===== config.mk =====
export PLATFORM = sky130hd
export DESIGN_NAME = thermal_packet_deframer_scaler_flat
export DESIGN_NICKNAME = d
export VERILOG_FILES = /design/src/design/tpds_pkg.sv /design/src/design/tpds_byte_if.sv /design/src/design/tpds_pixel_if.sv /design/src/design/tpds_front.sv /design/src/design/tpds_fifo.sv /design/src/design/tpds_back.sv /design/src/design/thermal_packet_deframer_scaler.sv /design/src/flat_wrapper.sv
export SDC_FILE = /design/constraint.sdc
export NUM_CORES = 1
export LEC_CHECK = 0
export ABC_CLOCK_PERIOD_IN_PS = 11800
export BUFFER_PORTS_ARGS = -buffer_cell sky130_fd_sc_hd__buf_4
export CORE_UTILIZATION = 60
export DETAILED_ROUTE_END_ITERATION = 8
export PLACE_DENSITY = 0.78
export REMOVE_ABC_BUFFERS = 1
export SETUP_SLACK_MARGIN = 0.2
export SLEW_MARGIN = 20
export SYNTH_ARGS = -nofsm -noshare
export SYNTH_HDL_FRONTEND = slang
export SYNTH_SLANG_ARGS = --single-unit

===== constraint.sdc =====
create_clock -name clk -period 11.8 [get_ports clk]
set_input_delay 1.77 -clock clk [delete_from_list [all_inputs] [get_ports clk]]
set_output_delay 1.77 -clock clk [all_outputs]
set_load 0.02 [all_outputs]

===== src/design/tpds_pkg.sv =====
// ----------------------------------------------------------------------------
// Thermal packet deframer package
// Shared constants, register indexes and types for the packet deframer and
// gray scaler.
// ----------------------------------------------------------------------------
package tpds_pkg;

	localparam int PACKET_BYTES     = 164;
	localparam int PACKETS_IN_FRAME = 60;
	localparam int HEADER_BYTES     = 4;

	localparam int POS_W   = $clog2(PACKET_BYTES);
	localparam int EXP_W   = (PACKETS_IN_FRAME > 1) ? $clog2(PACKETS_IN_FRAME) : 1;
	localparam int BYTE_W  = 8;
	localparam int ROW_W   = 6;
	localparam int COL_W   = 7;
	localparam int GRAY_W  = 8;
	localparam int LEVEL_W = 16;
	localparam int PIX_W   = 2 * BYTE_W;

	localparam int LAST_ROW    = PACKETS_IN_FRAME - 1;
	localparam int LAST_COLUMN = (PACKET_BYTES - HEADER_BYTES) / 2 - 1;

	localparam int CFG_IDX_W = 1;
	localparam logic [CFG_IDX_W-1:0] CFG_BLACK = 1'b0;
	localparam logic [CFG_IDX_W-1:0] CFG_WHITE = 1'b1;

	localparam logic [LEVEL_W-1:0] BLACK_RESET = 16'd7800;
	localparam logic [LEVEL_W-1:0] WHITE_RESET = 16'd10000;
	localparam logic [GRAY_W-1:0]  GRAY_MAX    = 8'd255;

	localparam int FIFO_DEPTH = 4;
	localparam int FIFO_AW    = $clog2(FIFO_DEPTH);

	typedef struct packed {
		logic               resync;
		logic [ROW_W-1:0]   row;
		logic [COL_W-1:0]   column;
		logic               frame_end;
		logic [PIX_W-1:0]   pixel;
	} work_item_t;

	typedef struct packed {
		logic [LEVEL_W-1:0] black;
		logic [LEVEL_W-1:0] white;
	} levels_t;

endpackage


===== src/design/tpds_byte_if.sv =====
// ----------------------------------------------------------------------------
// Serial byte channel
// Valid/ready channel that carries one received byte per transaction.
// ----------------------------------------------------------------------------
interface tpds_byte_if;
	import tpds_pkg::*;

	logic              valid;
	logic              ready;
	logic [BYTE_W-1:0] spi_byte;

	modport source (output valid, output spi_byte, input ready);
	modport sink (input valid, input spi_byte, output ready);
	modport monitor (input valid, input spi_byte, input ready);
endinterface


===== src/design/tpds_pixel_if.sv =====
// ----------------------------------------------------------------------------
// Pixel result channel
// Valid/ready channel that carries one scaled pixel or resync report per
// transaction.
// ----------------------------------------------------------------------------
interface tpds_pixel_if;
	import tpds_pkg::*;

	logic              valid;
	logic              ready;
	logic [ROW_W-1:0]  row;
	logic [COL_W-1:0]  column;
	logic [GRAY_W-1:0] gray;
	logic              frame_end;
	logic              resync;

	modport source (output valid, output row, output column, output gray,
		output frame_end, output resync, input ready);
	modport sink (input valid, input row, input column, input gray,
		input frame_end, input resync, output ready);
	modport monitor (input valid, input row, input column, input gray,
		input frame_end, input resync, input ready);
endinterface


===== src/design/tpds_front.sv =====
// ----------------------------------------------------------------------------
// Packet deframer front end
// Tracks the byte position in each packet, checks packet numbers, pairs
// payload bytes into pixels and queues pixel and resync work items.
// ----------------------------------------------------------------------------
module tpds_front (
	input  logic                 clk,
	input  logic                 arst_n,
	tpds_byte_if.sink            bytes,
	input  logic                 full,
	output logic                 push,
	output tpds_pkg::work_item_t item
);
	import tpds_pkg::*;

	logic [POS_W-1:0]  pos_q;
	logic [EXP_W-1:0]  exp_q;
	logic              acc_q;
	logic [BYTE_W-1:0] held_q;

	logic              take;
	logic [POS_W-1:0]  off;
	logic              match;
	logic              is_check;
	logic              is_payload;
	logic              last_byte;
	logic              last_packet;

	assign bytes.ready = !full;
	assign take        = bytes.valid && !full;
	assign off         = pos_q - POS_W'(HEADER_BYTES);
	assign match       = bytes.spi_byte == BYTE_W'(exp_q);
	assign is_check    = pos_q == POS_W'(1);
	assign is_payload  = pos_q >= POS_W'(HEADER_BYTES);
	assign last_byte   = pos_q == POS_W'(PACKET_BYTES - 1);
	assign last_packet = exp_q == EXP_W'(LAST_ROW);

	always_comb begin
		push = 1'b0;
		item = '0;
		if (take) begin
			if (is_check && !match) begin
				push        = 1'b1;
				item.resync = 1'b1;
			end else if (is_payload && off[0] && acc_q) begin
				push           = 1'b1;
				item.row       = ROW_W'(exp_q);
				item.column    = COL_W'(off >> 1);
				item.frame_end = (pos_q >= POS_W'(PACKET_BYTES - 2)) && last_packet;
				item.pixel     = {held_q, bytes.spi_byte};
			end
		end
	end

	always_ff @(posedge clk or negedge arst_n) begin
		if (!arst_n) begin
			pos_q <= '0;
			exp_q <= '0;
			acc_q <= 1'b0;
		end else if (take) begin
			if (is_check) begin
				if (match) begin
					acc_q <= 1'b1;
				end else begin
					acc_q <= 1'b0;
					exp_q <= '0;
				end
			end
			if (last_byte) begin
				pos_q <= '0;
				acc_q <= 1'b0;
				if (acc_q) begin
					exp_q <= last_packet ? '0 : exp_q + EXP_W'(1);
				end
			end else begin
				pos_q <= pos_q + POS_W'(1);
			end
		end
	end

	always_ff @(posedge clk) begin
		if (take && is_payload && !off[0]) begin
			held_q <= bytes.spi_byte;
		end
	end
endmodule


===== src/design/tpds_fifo.sv =====
// ----------------------------------------------------------------------------
// Work item queue
// Short first-in first-out queue that decouples the deframer from the
// gray scaler.
// ----------------------------------------------------------------------------
module tpds_fifo (
	input  logic                 clk,
	input  logic                 arst_n,
	input  logic                 push,
	input  tpds_pkg::work_item_t wr_item,
	input  logic                 pop,
	output tpds_pkg::work_item_t head,
	output logic                 full,
	output logic                 empty
);
	import tpds_pkg::*;

	work_item_t         mem_q [FIFO_DEPTH];
	logic [FIFO_AW-1:0] wr_ptr_q;
	logic [FIFO_AW-1:0] rd_ptr_q;
	logic [FIFO_AW:0]   count_q;

	assign full  = count_q == (FIFO_AW + 1)'(FIFO_DEPTH);
	assign empty = count_q == '0;
	assign head  = mem_q[rd_ptr_q];

	always_ff @(posedge clk) begin
		if (push) begin
			mem_q[wr_ptr_q] <= wr_item;
		end
	end

	always_ff @(posedge clk or negedge arst_n) begin
		if (!arst_n) begin
			wr_ptr_q <= '0;
			rd_ptr_q <= '0;
			count_q  <= '0;
		end else begin
			if (push) begin
				wr_ptr_q <= wr_ptr_q + FIFO_AW'(1);
			end
			if (pop) begin
				rd_ptr_q <= rd_ptr_q + FIFO_AW'(1);
			end
			if (push && !pop) begin
				count_q <= count_q + (FIFO_AW + 1)'(1);
			end else if (pop && !push) begin
				count_q <= count_q - (FIFO_AW + 1)'(1);
			end
		end
	end
endmodule


===== src/design/tpds_back.sv =====
// ----------------------------------------------------------------------------
// Gray scaler back end
// Takes queued work items, clamps or divides each pixel into an 8-bit gray
// level two quotient bits per cycle, and holds the result for the sink.
// ----------------------------------------------------------------------------
module tpds_back (
	input  logic                 clk,
	input  logic                 arst_n,
	input  tpds_pkg::levels_t    levels,
	input  logic                 empty,
	input  tpds_pkg::work_item_t head,
	output logic                 pop,
	tpds_pixel_if.source         pixels
);
	import tpds_pkg::*;

	localparam int DIV_CYCLES = GRAY_W / 2;
	localparam int CNT_W      = $clog2(DIV_CYCLES);

	localparam logic [1:0] ST_IDLE = 2'd0;
	localparam logic [1:0] ST_DIV  = 2'd1;
	localparam logic [1:0] ST_WAIT = 2'd2;

	logic [1:0]              state_q;
	work_item_t              item_q;
	logic [GRAY_W-1:0]       gray_q;
	logic [LEVEL_W-1:0]      rem_q;
	logic [GRAY_W-1:0]       lo_q;
	logic [LEVEL_W-1:0]      span_q;
	logic [CNT_W-1:0]        cnt_q;
	logic                    out_valid_q;

	logic [LEVEL_W-1:0]      diff;
	logic [LEVEL_W+GRAY_W-1:0] prod;
	logic [LEVEL_W:0]        trial;
	logic [LEVEL_W-1:0]      rem_nx;
	logic [GRAY_W-1:0]       lo_nx;
	logic [GRAY_W-1:0]       quo_nx;
	logic                    load_out;

	assign pop      = (state_q == ST_IDLE) && !empty;
	assign load_out = (state_q == ST_WAIT) && (!out_valid_q || pixels.ready);
	assign diff     = head.pixel - levels.black;
	assign prod     = {diff, GRAY_W'(0)} - (LEVEL_W + GRAY_W)'(diff);

	always_comb begin
		rem_nx = rem_q;
		lo_nx  = lo_q;
		quo_nx = gray_q;
		trial  = '0;
		for (int i = 0; i < 2; i++) begin
			trial = {rem_nx, lo_nx[GRAY_W-1]};
			lo_nx = {lo_nx[GRAY_W-2:0], 1'b0};
			if (trial >= {1'b0, span_q}) begin
				rem_nx = LEVEL_W'(trial - {1'b0, span_q});
				quo_nx = {quo_nx[GRAY_W-2:0], 1'b1};
			end else begin
				rem_nx = trial[LEVEL_W-1:0];
				quo_nx = {quo_nx[GRAY_W-2:0], 1'b0};
			end
		end
	end

	always_ff @(posedge clk or negedge arst_n) begin
		if (!arst_n) begin
			state_q     <= ST_IDLE;
			cnt_q       <= '0;
			out_valid_q <= 1'b0;
		end else begin
			unique case (state_q)
				ST_IDLE: begin
					if (pop) begin
						if (head.resync || head.pixel <= levels.black
								|| head.pixel >= levels.white) begin
							state_q <= ST_WAIT;
						end else begin
							state_q <= ST_DIV;
							cnt_q   <= '0;
						end
					end
				end
				ST_DIV: begin
					cnt_q <= cnt_q + CNT_W'(1);
					if (cnt_q == CNT_W'(DIV_CYCLES - 1)) begin
						state_q <= ST_WAIT;
					end
				end
				ST_WAIT: begin
					if (load_out) begin
						state_q <= ST_IDLE;
					end
				end
				default: begin
					state_q <= ST_IDLE;
				end
			endcase
			if (load_out) begin
				out_valid_q <= 1'b1;
			end else if (pixels.ready) begin
				out_valid_q <= 1'b0;
			end
		end
	end

	always_ff @(posedge clk) begin
		if (pop) begin
			item_q <= head;
			span_q <= levels.white - levels.black;
			rem_q  <= prod[LEVEL_W+GRAY_W-1:GRAY_W];
			lo_q   <= prod[GRAY_W-1:0];
			if (head.resync || head.pixel <= levels.black) begin
				gray_q <= '0;
			end else if (head.pixel >= levels.white) begin
				gray_q <= GRAY_MAX;
			end else begin
				gray_q <= '0;
			end
		end else if (state_q == ST_DIV) begin
			rem_q  <= rem_nx;
			lo_q   <= lo_nx;
			gray_q <= quo_nx;
		end
	end

	always_ff @(posedge clk) begin
		if (load_out) begin
			pixels.row       <= item_q.row;
			pixels.column    <= item_q.column;
			pixels.frame_end <= item_q.frame_end;
			pixels.resync    <= item_q.resync;
			pixels.gray      <= gray_q;
		end
	end

	assign pixels.valid = out_valid_q;
endmodule


===== src/design/thermal_packet_deframer_scaler.sv =====
// ----------------------------------------------------------------------------
// Thermal packet deframer and gray scaler
// Cuts the camera byte stream into packets, checks packet numbers and maps
// each 16-bit pixel linearly onto an 8-bit gray level.
// ----------------------------------------------------------------------------
// The front end takes one byte per cycle while its four-entry queue has room.
// Each pixel result passes through the back end as a queue pop, the steps of
// the two-bit-per-cycle divider and an output load; a clamped pixel or resync
// report skips the divider. The back end pops a new work item only after it
// has loaded the result of the last one. Packet-number mismatches produce a
// resync transaction with all pixel fields zero.
module thermal_packet_deframer_scaler (
	input  logic                          clk,
	input  logic                          arst_n,
	input  logic                          cfg_we,
	input  logic [tpds_pkg::CFG_IDX_W-1:0] cfg_index,
	input  logic [tpds_pkg::LEVEL_W-1:0]  cfg_data,
	tpds_byte_if.sink                     bytes,
	tpds_pixel_if.source                  pixels
);
	import tpds_pkg::*;

	levels_t    levels_q;
	work_item_t push_item;
	work_item_t head;
	logic       push;
	logic       pop;
	logic       full;
	logic       empty;

	always_ff @(posedge clk or negedge arst_n) begin
		if (!arst_n) begin
			levels_q.black <= BLACK_RESET;
			levels_q.white <= WHITE_RESET;
		end else if (cfg_we) begin
			unique case (cfg_index)
				CFG_BLACK: levels_q.black <= cfg_data;
				CFG_WHITE: levels_q.white <= cfg_data;
				default: begin
				end
			endcase
		end
	end

	tpds_front u_front (
		.clk    (clk),
		.arst_n (arst_n),
		.bytes  (bytes),
		.full   (full),
		.push   (push),
		.item   (push_item)
	);

	tpds_fifo u_fifo (
		.clk     (clk),
		.arst_n  (arst_n),
		.push    (push),
		.wr_item (push_item),
		.pop     (pop),
		.head    (head),
		.full    (full),
		.empty   (empty)
	);

	tpds_back u_back (
		.clk    (clk),
		.arst_n (arst_n),
		.levels (levels_q),
		.empty  (empty),
		.head   (head),
		.pop    (pop),
		.pixels (pixels)
	);
endmodule


===== src/flat_wrapper.sv =====
// flat-port wrapper written by rule: the top's interface ports become plain ports
module thermal_packet_deframer_scaler_flat import tpds_pkg::*;
  (clk, arst_n, cfg_we, cfg_index, cfg_data, bytes_valid, bytes_spi_byte, bytes_ready, pixels_valid, pixels_row, pixels_column, pixels_gray, pixels_frame_end, pixels_resync, pixels_ready);
  tpds_byte_if bytes_i ();
  tpds_pixel_if pixels_i ();
  input  logic clk;
  input  logic arst_n;
  input  logic cfg_we;
  input  logic [tpds_pkg::CFG_IDX_W-1:0] cfg_index;
  input  logic [tpds_pkg::LEVEL_W-1:0] cfg_data;
  input wire logic [$bits(bytes_i.valid)-1:0] bytes_valid;
  input wire logic [$bits(bytes_i.spi_byte)-1:0] bytes_spi_byte;
  output wire logic [$bits(bytes_i.ready)-1:0] bytes_ready;
  output wire logic [$bits(pixels_i.valid)-1:0] pixels_valid;
  output wire logic [$bits(pixels_i.row)-1:0] pixels_row;
  output wire logic [$bits(pixels_i.column)-1:0] pixels_column;
  output wire logic [$bits(pixels_i.gray)-1:0] pixels_gray;
  output wire logic [$bits(pixels_i.frame_end)-1:0] pixels_frame_end;
  output wire logic [$bits(pixels_i.resync)-1:0] pixels_resync;
  input wire logic [$bits(pixels_i.ready)-1:0] pixels_ready;
  assign bytes_i.valid = bytes_valid;
  assign bytes_i.spi_byte = bytes_spi_byte;
  assign bytes_ready = bytes_i.ready;
  assign pixels_valid = pixels_i.valid;
  assign pixels_row = pixels_i.row;
  assign pixels_column = pixels_i.column;
  assign pixels_gray = pixels_i.gray;
  assign pixels_frame_end = pixels_i.frame_end;
  assign pixels_resync = pixels_i.resync;
  assign pixels_i.ready = pixels_ready;
  thermal_packet_deframer_scaler u_core (.clk(clk), .arst_n(arst_n), .cfg_we(cfg_we), .cfg_index(cfg_index), .cfg_data(cfg_data), .bytes(bytes_i), .pixels(pixels_i));
endmodule

==> summary.md <==
| Metric | Value |
|---|---|
| Final worst setup slack | 5.346 ns |
| Core Region | around 25000 sq um |
| Area grow syn2layout | 10.87% |
| Largest net degree at the start of global routing | 60 |
| Final WL | 32120 microns |
| Area of the die | 25840 sq um |
| Synthesized flop and latch total | 277 |
| Die Wd | roughly 160 microns |
| Post-DRT Antenna Nets | 0 |
| Warnings, synthesis | 0 |
| Run status | finished, final reports clean |
| TNS Setup | 0 ns |
| Final Hold Vio Count | 0 |
| Worst Path Max Fanout | 17 |
| Crit path time final | 6.454 ns |
| Hold-fix buffers, CTS | 0 |
| RSZ-0062 raised after global routing | no |
| Rows | 57 |
| Post-Route Utilization | 0.6834 |
| Slowest cell on the critical path | a221o_1 |
| IO buf count | 54 |
| CTS buffer count | 27 |
| Async SR Flop Fraction | 0.2130 |
| Crit share post-route | 0.5469 |
| Fmax | between 150 and 200 MHz |
| Initial core utilization | 0.6164 |
| Boundary Pins | 55 |
| Worst setup EP type | flip-flop |
| Syn_area_per_cell | 12.21 sq um |
| Mapped Cells | 1239 |
| Worst Max-Slew Pin Slew | 1.032 ns |
| Htree depth | 1 |
| Vias post-DR | 9974 |
| Share of cells above drive strength 1 | 0.1569 |
| Max_slew headroom | 0.3118 |
| Yosys top cell by area | edfxtp_1 |
| Worst-case clock buffer depth | 3 |
| Placed wire-length estimate | 22440 microns |
| Residual DRC | 0 |
| Setup CP Type | flip-flop to flip-flop |
| Root buf cell | clkbuf_16 |
| R2r setup slk | 5.35 ns |
| Worst EP required | between 10 and 15 ns |
| Clock tree sinks | 277 |
| Routed WL per cell | 19.55 microns |
| Post-synth EDFFs | roughly 220 |
| Max Slew Vio Count | 0 |
| Largest cells by area after synthesis | edfxtp_1 (43%), ha_1 (8.3%), dfrtp_1 (7.6%), mux4_2 (4.6%), xnor2_1 (3.1%) |
| Via/cell ratio | 6.071 |
| CP Launch Type | flip-flop |
| Layout Nets | 1433 |
| Share of the synthesized area in the top cell type | 0.4329 |
| First-pass GRT wire length | 51770 microns |
| Cts repair resizes | 0 |
| Vias in the first global route | 10050 |
| Critical path, cell by cell | inv_1 > ha_1 > nor2b_1 > o31a_1 > o221ai_2 > a211oi_1 > or4_1 > and2_1 > mux2i_1 > ha_1 > nor2b_1 > o31ai_1 > a211oi_1 > nor3_1 > nor3b_1 > o31ai_1 > a221o_1 > mux2i_1 > mux2_2 |
| Setup violators final | 0 |
| Placement Setup Slack | 5.497 ns |
| Drt first pass iters | 7 |
| RD Place Congestion | 0.9148 |
| Top FF cell, synth | edfxtp_1 |
| Initial antenna violation count | 0 |
| Hold crit path type | flip-flop to flip-flop |
| Die height | 160.8 microns |
| Register area share after synthesis | 0.5316 |
| Worst-Skew Late Latency | around 0.55 ns |
| Congestion Overflow GR | 0 |
| Diode count | 0 |
| Clock Skew | 0.009250 ns |
| Slowest stage delay, CP | between 0.7 and 0.8 ns |
| Gr usage total | 0.2545 |
| Mapped Area | ~15000 sq um |
| Setup Buffers After CTS | 0 |
| Max_cap viols | 0 |
| Critical path arrival | just under 7 ns |
| Placed Cells | 1593 |
| Final Non-Filler Cells | 1643 |
| CTS tree | done |
| Clock-pin slew on the worst setup and hold paths | approximately 0.07 ns |
| Detailed router's first-iteration violation count | between 600 and 700 |
| Distinct cells, synth | 71 |
## per-layer routing
layer,routed length (microns),GRT usage,up-vias
met5,0,0,-
met4,1139,0.09605,0
met3,1553,0.03254,87
met2,16230,0.4477,296
met1,13190,0.3220,4887
li1,-,-,4704
## registers in the layout (all words and copies together), names as in the netlist, 7 cells and up
| signal | cells |
|---|---|
| u_core.u_back.pixels.gray | 8 |
| u_core.u_back.pixels.column | 7 |
| u_core.u_back.lo_q | 8 |
| u_core.u_fifo.mem_q | 124 |
| u_core.u_front.pos_q | 8 |
| u_core.u_back.item_q | 15 |
| u_core.u_front.held_q | 8 |
| u_core.u_back.span_q | 16 |
| u_core.u_back.gray_q | 8 |
| u_core.levels_q | 32 |
| u_core.u_back.rem_q | 16 |
## final cells by class
type | instances | area (sq um)
Sequential cell | 277 | 8040
Fill cell | 1719 | 7766
Multi-Input combinational cell | 836 | 6603
Clock buffer | 32 | 694.4
Timing Repair Buffer | 66 | 495.5
Tap cell | 324 | 405.4
Inverter | 90 | 337.8
Clock inverter | 18 | 191.4
## critical path, delay by kind of cell, from the launching register on
family	cells	cell delay, ns
adder cells (fa/ha/maj)	2	0.59
multiplexers	3	0.94
AO/OA/AOI/OAI	7	2.12
flip-flops	1	0.36
AND/OR/NAND/NOR	6	2.02
buffers and inverters	1	0.17
## Yosys cell counts, types with 7 or more instances
master    number
nor2b_1       18
or2_2          8
edfxtp_1     218
ha_1         100
mux2_2        31
inv_1         90
nand3_1       19
dfrtp_1       46
nor2_1        69
a21oi_1       59
a31oi_1        7
and2_1        33
nand2_1       81
nor3_1        26
o21a_1         8
a211oi_1      13
nand4_1       11
mux2i_1       25
xor2_1        29
dfstp_2       13
a21o_1        26
xnor2_1       53
o31ai_1        9
buf_1          7
mux4_2        31
or3_1         12
clkbuf_1      23
nand2b_1      15
and3_1         7
o21ai_0       60
## logic make-up after synthesis
logic type               count (synthesis)  synth area share
XOR/XNOR                                82           0.04749
multiplexers                            87           0.08579
buffers and inverters                  126           0.03235
flip-flops                             277            0.5316
AND/OR/NAND/NOR                        314            0.1023
adder cells (fa/ha/maj)                105           0.08935
AO/OA/AOI/OAI                          248            0.1111
## cell usage in the layout (no fill, tap or decap), drive strengths merged, types with 8 or more instances in the layout
cell type	instances
nand2	81
inv	91
o21ai	63
nor2b	18
nand2b	15
a21oi	59
xnor2	53
or2	8
mux2	31
nor3	26
xor2	29
a21o	26
o21a	8
nand3	19
clkbuf	32
buf	66
o31ai	10
nand4	11
ha	100
and2	33
mux2i	25
mux4	31
clkinv	12
or3	12
dfrtp	46
dfstp	13
nor2	69
edfxtp	218
a211oi	14
## path summary, 6_finish.rpt
path | from | cells past startpoint | endpoint
worst max-delay path | u_core.u_back.span_q[1] | 19 | u_core.u_back.rem_q[0]
worst min-delay path | u_core.u_back.item_q[19] | 0 | u_core.u_back.pixels.column[2]
worst max register to register | u_core.u_back.span_q[1] | 19 | u_core.u_back.rem_q[0]
worst min register to register | u_core.u_back.item_q[19] | 0 | u_core.u_back.pixels.column[2]
max in group asynchronous | arst_n | 1 | u_core.u_fifo.rd_ptr_q[0]
min in group asynchronous | arst_n | 1 | u_core.levels_q[2]
## through the flow
step	cell area, sq um	hold WS, ns
floorplan	14970	0.4003
global placement	15880	0.4008
detailed placement	15880	0.4061
CTS	16770	0.4196
global route	16770	0.4279
finish	16770	0.4164
Power is left out: the tool's default activity adds up to more than one toggle a clock period on the data nets, which glitch-free logic cannot reach.
